==> config.mk <==
export PLATFORM = sky130hd
export DESIGN_NAME = http_byte_range_parse_top
export DESIGN_NICKNAME = d
export VERILOG_FILES = /design/src/rtl/hbrp_pkg.sv /design/src/rtl/hbrp_parse.sv /design/src/rtl/hbrp_eval.sv /design/src/rtl/http_byte_range_parse_top.sv
export SDC_FILE = /design/constraint.sdc
export NUM_CORES = 2
export LEC_CHECK = 0
export BUFFER_PORTS_ARGS = -buffer_cell sky130_fd_sc_hd__buf_2
export CORE_ASPECT_RATIO = 1.2
export CORE_MARGIN = 2
export CORE_UTILIZATION = 57
export DETAILED_ROUTE_END_ITERATION = 8
export PLACE_DENSITY_LB_ADDON = 0.1
export SLEW_MARGIN = 10
export SYNTH_ARGS = -nofsm -noshare
export SYNTH_HDL_FRONTEND = slang
export SYNTH_SLANG_ARGS = --single-unit
==> constraint.sdc <==
create_clock -name aclk -period 7.1 [get_ports aclk]
set_input_delay 0.71 -clock aclk [delete_from_list [all_inputs] [get_ports aclk]]
set_output_delay 0.71 -clock aclk [all_outputs]
set_load 0.05 [all_outputs]
==> src/rtl/hbrp_pkg.sv <==
// Shared types, phase codes and helpers for the byte-range header parser.
package hbrp_pkg;

    localparam int unsigned NUM_W  = 64;
    localparam int unsigned SIZE_W = 63;

    // Parse phases
    localparam logic [2:0] PH_PREFIX = 3'd0;
    localparam logic [2:0] PH_LEAD   = 3'd1;
    localparam logic [2:0] PH_FIRST  = 3'd2;
    localparam logic [2:0] PH_DASH   = 3'd3;
    localparam logic [2:0] PH_WS2    = 3'd4;
    localparam logic [2:0] PH_NUM2   = 3'd5;
    localparam logic [2:0] PH_TRAIL  = 3'd6;

    localparam logic [2:0] PREFIX_LAST = 3'd5;
    localparam logic [7:0] CHAR_EQ     = 8'h3D;
    localparam logic [7:0] CHAR_DASH   = 8'h2D;
    localparam logic [7:0] CASE_BIT    = 8'h20;

    typedef struct packed {
        logic [2:0]       phase;
        logic [2:0]       pos;
        logic [NUM_W-1:0] first_num;
        logic [NUM_W-1:0] second_num;
        logic             first_seen;
        logic             second_seen;
        logic             ovf;
        logic             err;
    } parse_state_t;

    localparam parse_state_t PARSE_CLEAR = '{default: '0};

    typedef struct packed {
        logic              status;
        logic [SIZE_W-1:0] start_ofs;
        logic [SIZE_W-1:0] end_ofs;
    } range_result_t;

    // Expected prefix character, lower case
    function automatic logic [7:0] prefix_char(input logic [2:0] pos);
        logic [7:0] ch;
        case (pos)
            3'd0:    ch = 8'h62; // b
            3'd1:    ch = 8'h79; // y
            3'd2:    ch = 8'h74; // t
            3'd3:    ch = 8'h65; // e
            3'd4:    ch = 8'h73; // s
            default: ch = CHAR_EQ;
        endcase
        return ch;
    endfunction

endpackage

==> src/rtl/hbrp_parse.sv <==
// Per-beat parse state machine: prefix match, phases and decimal accumulate.
module hbrp_parse
    import hbrp_pkg::*;
(
    input  logic         aclk,
    input  logic         aresetn,
    input  logic         beat_en,
    input  logic [7:0]   value_byte,
    input  logic         last_byte,
    output logic         snap_load,
    output parse_state_t snap
);

    parse_state_t st_reg;
    parse_state_t st_next;

    logic             is_ws;
    logic             is_digit;
    logic             pre_match;
    logic [7:0]       want;
    logic [NUM_W-1:0] acc_in;
    logic [NUM_W+3:0] acc_sum;
    logic             acc_ovf;
    logic [NUM_W-1:0] acc_val;

    always_comb begin
        is_ws    = (value_byte == 8'h20) || (value_byte inside {[8'h09:8'h0D]});
        is_digit = value_byte inside {[8'h30:8'h39]};
        want     = prefix_char(st_reg.pos);
        pre_match = (want == CHAR_EQ) ? (value_byte == want)
                                      : ((value_byte | CASE_BIT) == want);
        // n*10 + d as (n<<3) + (n<<1) + d
        acc_in  = ((st_reg.phase == PH_LEAD) || (st_reg.phase == PH_FIRST))
                  ? st_reg.first_num : st_reg.second_num;
        acc_sum = {1'b0, acc_in, 3'b000} + {3'b000, acc_in, 1'b0}
                  + {{NUM_W{1'b0}}, value_byte[3:0]};
        acc_ovf = |acc_sum[NUM_W+3:NUM_W];
        acc_val = acc_ovf ? {NUM_W{1'b1}} : acc_sum[NUM_W-1:0];
    end

    always_comb begin
        st_next = st_reg;
        if (!st_reg.err) begin
            case (st_reg.phase)
                PH_PREFIX: begin
                    if (!pre_match) begin
                        st_next.err = 1'b1;
                    end else if (st_reg.pos >= PREFIX_LAST) begin
                        st_next.phase = PH_LEAD;
                    end else begin
                        st_next.pos = st_reg.pos + 3'd1;
                    end
                end
                PH_LEAD: begin
                    if (is_ws) begin
                        st_next.phase = PH_LEAD;
                    end else if (value_byte == CHAR_DASH) begin
                        st_next.phase = PH_DASH;
                    end else if (is_digit) begin
                        st_next.first_num  = acc_val;
                        st_next.ovf        = st_reg.ovf | acc_ovf;
                        st_next.first_seen = 1'b1;
                        st_next.phase      = PH_FIRST;
                    end else begin
                        st_next.err = 1'b1;
                    end
                end
                PH_FIRST: begin
                    if (is_digit) begin
                        st_next.first_num = acc_val;
                        st_next.ovf       = st_reg.ovf | acc_ovf;
                    end else if (value_byte == CHAR_DASH) begin
                        st_next.phase = PH_DASH;
                    end else begin
                        st_next.err = 1'b1;
                    end
                end
                PH_DASH, PH_WS2: begin
                    if (is_ws) begin
                        st_next.phase = PH_WS2;
                    end else if (is_digit) begin
                        st_next.second_num  = acc_val;
                        st_next.ovf         = st_reg.ovf | acc_ovf;
                        st_next.second_seen = 1'b1;
                        st_next.phase       = PH_NUM2;
                    end else begin
                        st_next.err = 1'b1;
                    end
                end
                PH_NUM2: begin
                    if (is_digit) begin
                        st_next.second_num = acc_val;
                        st_next.ovf        = st_reg.ovf | acc_ovf;
                    end else if (is_ws) begin
                        st_next.phase = PH_TRAIL;
                    end else begin
                        st_next.err = 1'b1;
                    end
                end
                PH_TRAIL: begin
                    if (!is_ws) begin
                        st_next.err = 1'b1;
                    end
                end
                default: begin
                    st_next.err = 1'b1;
                end
            endcase
        end
    end

    assign snap      = st_next;
    assign snap_load = beat_en & last_byte;

    always_ff @(posedge aclk) begin
        if (!aresetn) begin
            st_reg <= PARSE_CLEAR;
        end else if (beat_en) begin
            st_reg <= last_byte ? PARSE_CLEAR : st_next;
        end
    end

endmodule

==> src/rtl/hbrp_eval.sv <==
// Range evaluation of a finished parse against the file size.
module hbrp_eval
    import hbrp_pkg::*;
(
    input  parse_state_t      snap,
    input  logic [SIZE_W-1:0] total_len,
    output range_result_t     result
);

    logic [NUM_W-1:0]  size_x;
    logic [SIZE_W-1:0] size_m1;
    logic [SIZE_W-1:0] suffix_start;
    logic              second_ok;
    logic              second_big;
    logic              ok;
    logic [SIZE_W-1:0] start_ofs;
    logic [SIZE_W-1:0] end_ofs;

    always_comb begin
        size_x       = {1'b0, total_len};
        size_m1      = total_len - {{(SIZE_W-1){1'b0}}, 1'b1};
        second_big   = snap.second_num >= size_x;
        suffix_start = total_len - snap.second_num[SIZE_W-1:0];
        second_ok    = snap.second_seen
                       && ((snap.phase == PH_NUM2) || (snap.phase == PH_TRAIL));
        ok        = 1'b0;
        start_ofs = '0;
        end_ofs   = '0;
        if (snap.err || snap.ovf || (total_len == '0)) begin
            ok = 1'b0;
        end else if (snap.first_seen) begin
            if (snap.first_num >= size_x) begin
                ok = 1'b0;
            end else if (snap.phase == PH_DASH) begin
                ok        = 1'b1;
                start_ofs = snap.first_num[SIZE_W-1:0];
                end_ofs   = size_m1;
            end else if (second_ok && (snap.second_num >= snap.first_num)) begin
                ok        = 1'b1;
                start_ofs = snap.first_num[SIZE_W-1:0];
                end_ofs   = second_big ? size_m1 : snap.second_num[SIZE_W-1:0];
            end
        end else if (second_ok && (snap.second_num != '0)) begin
            ok        = 1'b1;
            start_ofs = second_big ? '0 : suffix_start;
            end_ofs   = size_m1;
        end
        result.status    = ~ok;
        result.start_ofs = start_ofs;
        result.end_ofs   = end_ofs;
    end

endmodule

==> src/rtl/http_byte_range_parse_top.sv <==
// Top level of the HTTP single byte-range header parser.
// Header value bytes stream in on s_ one beat per cycle while s_tready is
// high, the last byte of a value marked by s_tlast; the next value may
// follow at once. The parse state machine folds each byte in as it arrives
// (prefix "bytes=", case-insensitive, optional whitespace, then "a-b", "a-"
// or "-n" with a times-ten accumulate per digit). On the last beat the
// finished state is captured in a snapshot register and evaluated against
// the total length, and the one result beat is registered from it into the
// output register as soon as that register is free, which raises m_tvalid.
// m_tuser is the status: 0 satisfiable, 1 malformed or not satisfiable, in
// which case start and end read zero. The snapshot and output registers
// form a two-entry holding path, so input keeps flowing while a result waits
// for m_tready; s_tready drops only when both are full and m_tready is low.
// The total length is written through cfg_we/cfg_wdata and must only change
// while no value is in flight; it resets to zero, which rejects every range.
module http_byte_range_parse_top
    import hbrp_pkg::*;
(
    input  logic              aclk,
    input  logic              aresetn,
    // configuration: total length of the file in bytes
    input  logic              cfg_we,
    input  logic [SIZE_W-1:0] cfg_wdata,
    // header bytes
    input  logic              s_tvalid,
    output logic              s_tready,
    input  logic [7:0]        s_tdata,   // [7:0] value_byte
    input  logic              s_tlast,   // last_byte
    // range results
    output logic              m_tvalid,
    input  logic              m_tready,
    output logic [127:0]      m_tdata,   // [62:0] range_start, [125:63] range_end
    output logic              m_tuser    // range_status
);

    logic [SIZE_W-1:0] total_len_reg;

    logic          beat_en;
    logic          snap_load;
    parse_state_t  snap;
    parse_state_t  snap_reg;
    logic          snap_vld_reg;
    range_result_t result;
    range_result_t out_reg;
    logic          out_vld_reg;
    logic          out_free;

    // holding path flow control
    assign out_free = !out_vld_reg || m_tready;
    assign s_tready = !snap_vld_reg || out_free;
    assign beat_en  = s_tvalid && s_tready;

    always_ff @(posedge aclk) begin
        if (!aresetn) begin
            total_len_reg <= '0;
        end else if (cfg_we) begin
            total_len_reg <= cfg_wdata;
        end
    end

    hbrp_parse u_parse (
        .aclk       (aclk),
        .aresetn    (aresetn),
        .beat_en    (beat_en),
        .value_byte (s_tdata),
        .last_byte  (s_tlast),
        .snap_load  (snap_load),
        .snap       (snap)
    );

    // snapshot of the finished parse
    always_ff @(posedge aclk) begin
        if (!aresetn) begin
            snap_vld_reg <= 1'b0;
        end else if (snap_load) begin
            snap_vld_reg <= 1'b1;
        end else if (out_free) begin
            snap_vld_reg <= 1'b0;
        end
    end

    always_ff @(posedge aclk) begin
        if (snap_load) begin
            snap_reg <= snap;
        end
    end

    hbrp_eval u_eval (
        .snap      (snap_reg),
        .total_len (total_len_reg),
        .result    (result)
    );

    // result register
    always_ff @(posedge aclk) begin
        if (!aresetn) begin
            out_vld_reg <= 1'b0;
        end else if (out_free) begin
            out_vld_reg <= snap_vld_reg;
        end
    end

    always_ff @(posedge aclk) begin
        if (out_free && snap_vld_reg) begin
            out_reg <= result;
        end
    end

    assign m_tvalid = out_vld_reg;
    assign m_tuser  = out_reg.status;
    assign m_tdata  = {2'b00, out_reg.end_ofs, out_reg.start_ofs};

endmodule
==> results.md <==
* Grt total ovfl at 0
* Final Non-Filler Cells at 4700
* Total setup buffers inserted after CTS at 0
* Peak Freq at approximately 0.16 GHz
* Layout cells sized above 1 at 0.1226
* Core Region at around 60000 um2
* Max VDD drop at approximately 0.00013 V
* Critical Path Sink Type: flop
* Post-route ant nets at 0
* Tmin final at around 6.3 ns
* CP Launch Type: flop
* Final hold vios at 0
* Final Skew at between 0.015 and 0.02 ns
* Clk pin slew, worst setup/hold paths at approximately 0.060 ns
* Worst Tran Pin Value at slightly above 1 ns
* Die H at about 270 um
* Post-CTS Resized at 0
* # DRC at 0
* Number of iterations in the first detailed-routing pass at 6
* Initial DRC Count at 2569
* Place WS at between 0.8 and 0.9 ns
* Most frequent cells in the layout: ha_1 (384), o21ai_0 (312), nor2_1 (302), edfxtp_1 (262), inv_1 (235)
* CP max stage cell: dfxtp_1
* Unrepaired setup endpoints after global routing: false
* Hold Buf Count CTS at 0
* CTS Buf Count at 49
* Async set-reset flop share out of synthesis at 0
* Max cap viols at 0
* Design Area, Final at between 30000 and 40000 um2
* GRT Util Overall at 0.3204
* Vias in the first global route at between 20000 and 30000
* P&R area growth vs syn at 8.986%
* Commonest non-fill, non-tap cell in the layout: ha_1
* Clock Latency Late Sink at just over 0.6 ns
* CTS sink count at 465
* Seq/Total Area, Yosys at 0.3476
* Htree depth at 2
* Global-route wire length before repair at approximately 160000 um
* Fin Setup TNS at 0 ns
* Dpl hpwl at between 70000 and 80000 um
* Final period utilization at 0.8854
* Synth unique cells at 87
* Placed Area at between 30000 and 40000 um2
* CTS tree: built
* Drt wl/cell at about 22 um
* Status: finished, final reports clean
* DR vias/cell at 6.204
* Main flop type after synthesis: edfxtp_1
* DIE AREA at just over 60000 um2
* Yosys reg bits at around 470
* Leakage power at around 16 nW
* Diode count at 0
* PnR worst setup slack at slightly above 0.8 ns
* Initial Utilization at 0.5759
* Drt total wl at just over 100000 um
* Final setup fails at 0
* Max Slew Vio Count at 0
* Arrival @ worst endpoint at between 6 and 7 ns
* Largest net degree at the start of global routing at slightly below 80
* Critical path required time at around 7.5 ns
* Rel. slew slack at 0.3193
* Synth Warn # at 0
* # IOs at around 210
* Routability cong. at approximately 0.98
* Clock buffer depth at 3
* Buffers on Ports at between 200 and 250
* Avg Synthesized Cell Area at around 9.1 um2
* Post-Place Cells at around 4600
* Max FFs per register at between 100 and 150
* Post-Syn Area at between 30000 and 40000 um2
* Via Count at just under 30000
* Row count at 98
* Cell Pwr Density at between 150 and 200 nW/um2
* Total design power at ~0.0064 W
* Initial antenna violation count at 0
* Critical Path Max Stage Delay at ~0.60 ns
* # nets final at between 4000 and 5000
* WS Path Type: flop to flop
* Filler cells at about 5100
* CP max FO at 35
* Number of synthesized flops with an enable pin at ~260
* Clock Tree Root: clkbuf_16
* Syn Inst Count at 3768
* Worst Hold Class: primary input to flop
* Chip width at 228.0 um
* Cells along the critical path: xnor2_1 > nor2_4 > buf_4 > mux2_2 > ha_1 > ha_1 > nand4_1 > or3_1 > nor4_1 > a31oi_1 > o41ai_2 > a31oi_1 > xnor2_1 > nor3_2 > nand2_4 > buf_4 > nor2_2 > o21bai_1 > and2_1
[critical path: cells and delay by family (launching register included)]
kind            cells  cell delay, ns
compound gates      4            1.09
xor+xnor            2            0.40
fa+ha+maj           2            0.72
buf+inv             2            0.84
flops               1            0.60
mux                 1            0.44
simple gates        8            1.91
[path summary, 6_finish.rpt]
path	start	to	slack, ns	cells after the start
min reg2reg	u_parse.st_reg[71]	u_parse.st_reg[71]	0.48	2
min	cfg_wdata[54]	total_len_reg[54]	0.36	3
max reg2reg	u_parse.st_reg[136]	snap_reg[121]	0.81	19
max	u_parse.st_reg[136]	snap_reg[121]	0.81	19
[logic make-up (layout without fill, tap and decap cells)]
group,count (synthesis),count (layout),share of synthesized area
AO/OA/AOI/OAI,1177,1177,0.2312
XOR/XNOR,183,183,0.04670
adder cells (fa/ha/maj),387,387,0.1417
buffers and inverters,433,564,0.04947
flip-flops,465,465,0.3476
multiplexers,131,131,0.04054
other,1,2,0.0001093
AND/OR/NAND/NOR,991,991,0.1426
[Yosys cell counts (34+ instances only)]
cell type | number | area share
nand3_1 | 34 | 0.0050
a2bb2oi_1 | 118 | 0.030
nor2b_1 | 106 | 0.019
dfxtp_1 | 203 | 0.12
edfxtp_1 | 262 | 0.23
nand4_1 | 71 | 0.013
o2bb2ai_1 | 116 | 0.030
o21ai_0 | 312 | 0.045
mux2_2 | 64 | 0.021
nor2_1 | 304 | 0.033
ha_1 | 384 | 0.14
inv_1 | 236 | 0.026
a21o_1 | 138 | 0.030
nor3_1 | 46 | 0.0067
a22oi_1 | 50 | 0.011
clkbuf_1 | 162 | 0.018
nand2_1 | 224 | 0.024
a21oi_1 | 219 | 0.032
xor2_1 | 49 | 0.013
mux2i_1 | 67 | 0.020
xnor2_1 | 134 | 0.034
nor2_2 | 47 | 0.0086
[power by group]
| group | switching (W) | internal [W] | leakage [nW] |
|---|---|---|---|
| Clock | 0.00110 | 0.00141 | 0.753 |
| Sequential | 0.000100 | 0.00290 | 4.09 |
| Combinational | 0.000552 | 0.000321 | 11.4 |
| Total | 0.00175 | 0.00464 | 16.2 |
[stage by stage]
stage / hold WS (ns) / util
floorplan: 0.4399 / -
global placement: 0.4568 / 0.6020
detailed placement: 0.4660 / 0.6020
CTS: 0.3357 / 0.6277
global route: 0.3559 / 0.6277
finish: 0.3597 / 0.6277
[layer usage]
| metal | vias to the layer above | track usage | share of wire |
|---|---|---|---|
| met1 | 13880 | 0.4556 | 0.45 |
| met2 | 1122 | 0.5091 | 0.45 |
| met5 | - | 0 | 0 |
| li1 | 13990 | - | - |
| met3 | 161 | 0.04455 | 0.077 |
| met4 | 0 | 0.09443 | 0.027 |
[layout make-up]
class | count | area [um2] | share of cell area
clock buffer | 71 | 1371 | 0.03666
clock inverter | 21 | 161.4 | 0.004315
inverter | 236 | 888.4 | 0.02375
multi-input combinational | 2871 | 20780 | 0.5555
sequential | 465 | 11930 | 0.3190
tap | 800 | 1001 | 0.02676
timing repair buffer | 236 | 1274 | 0.03405
Note: power is estimated with default switching activity, not from simulation.
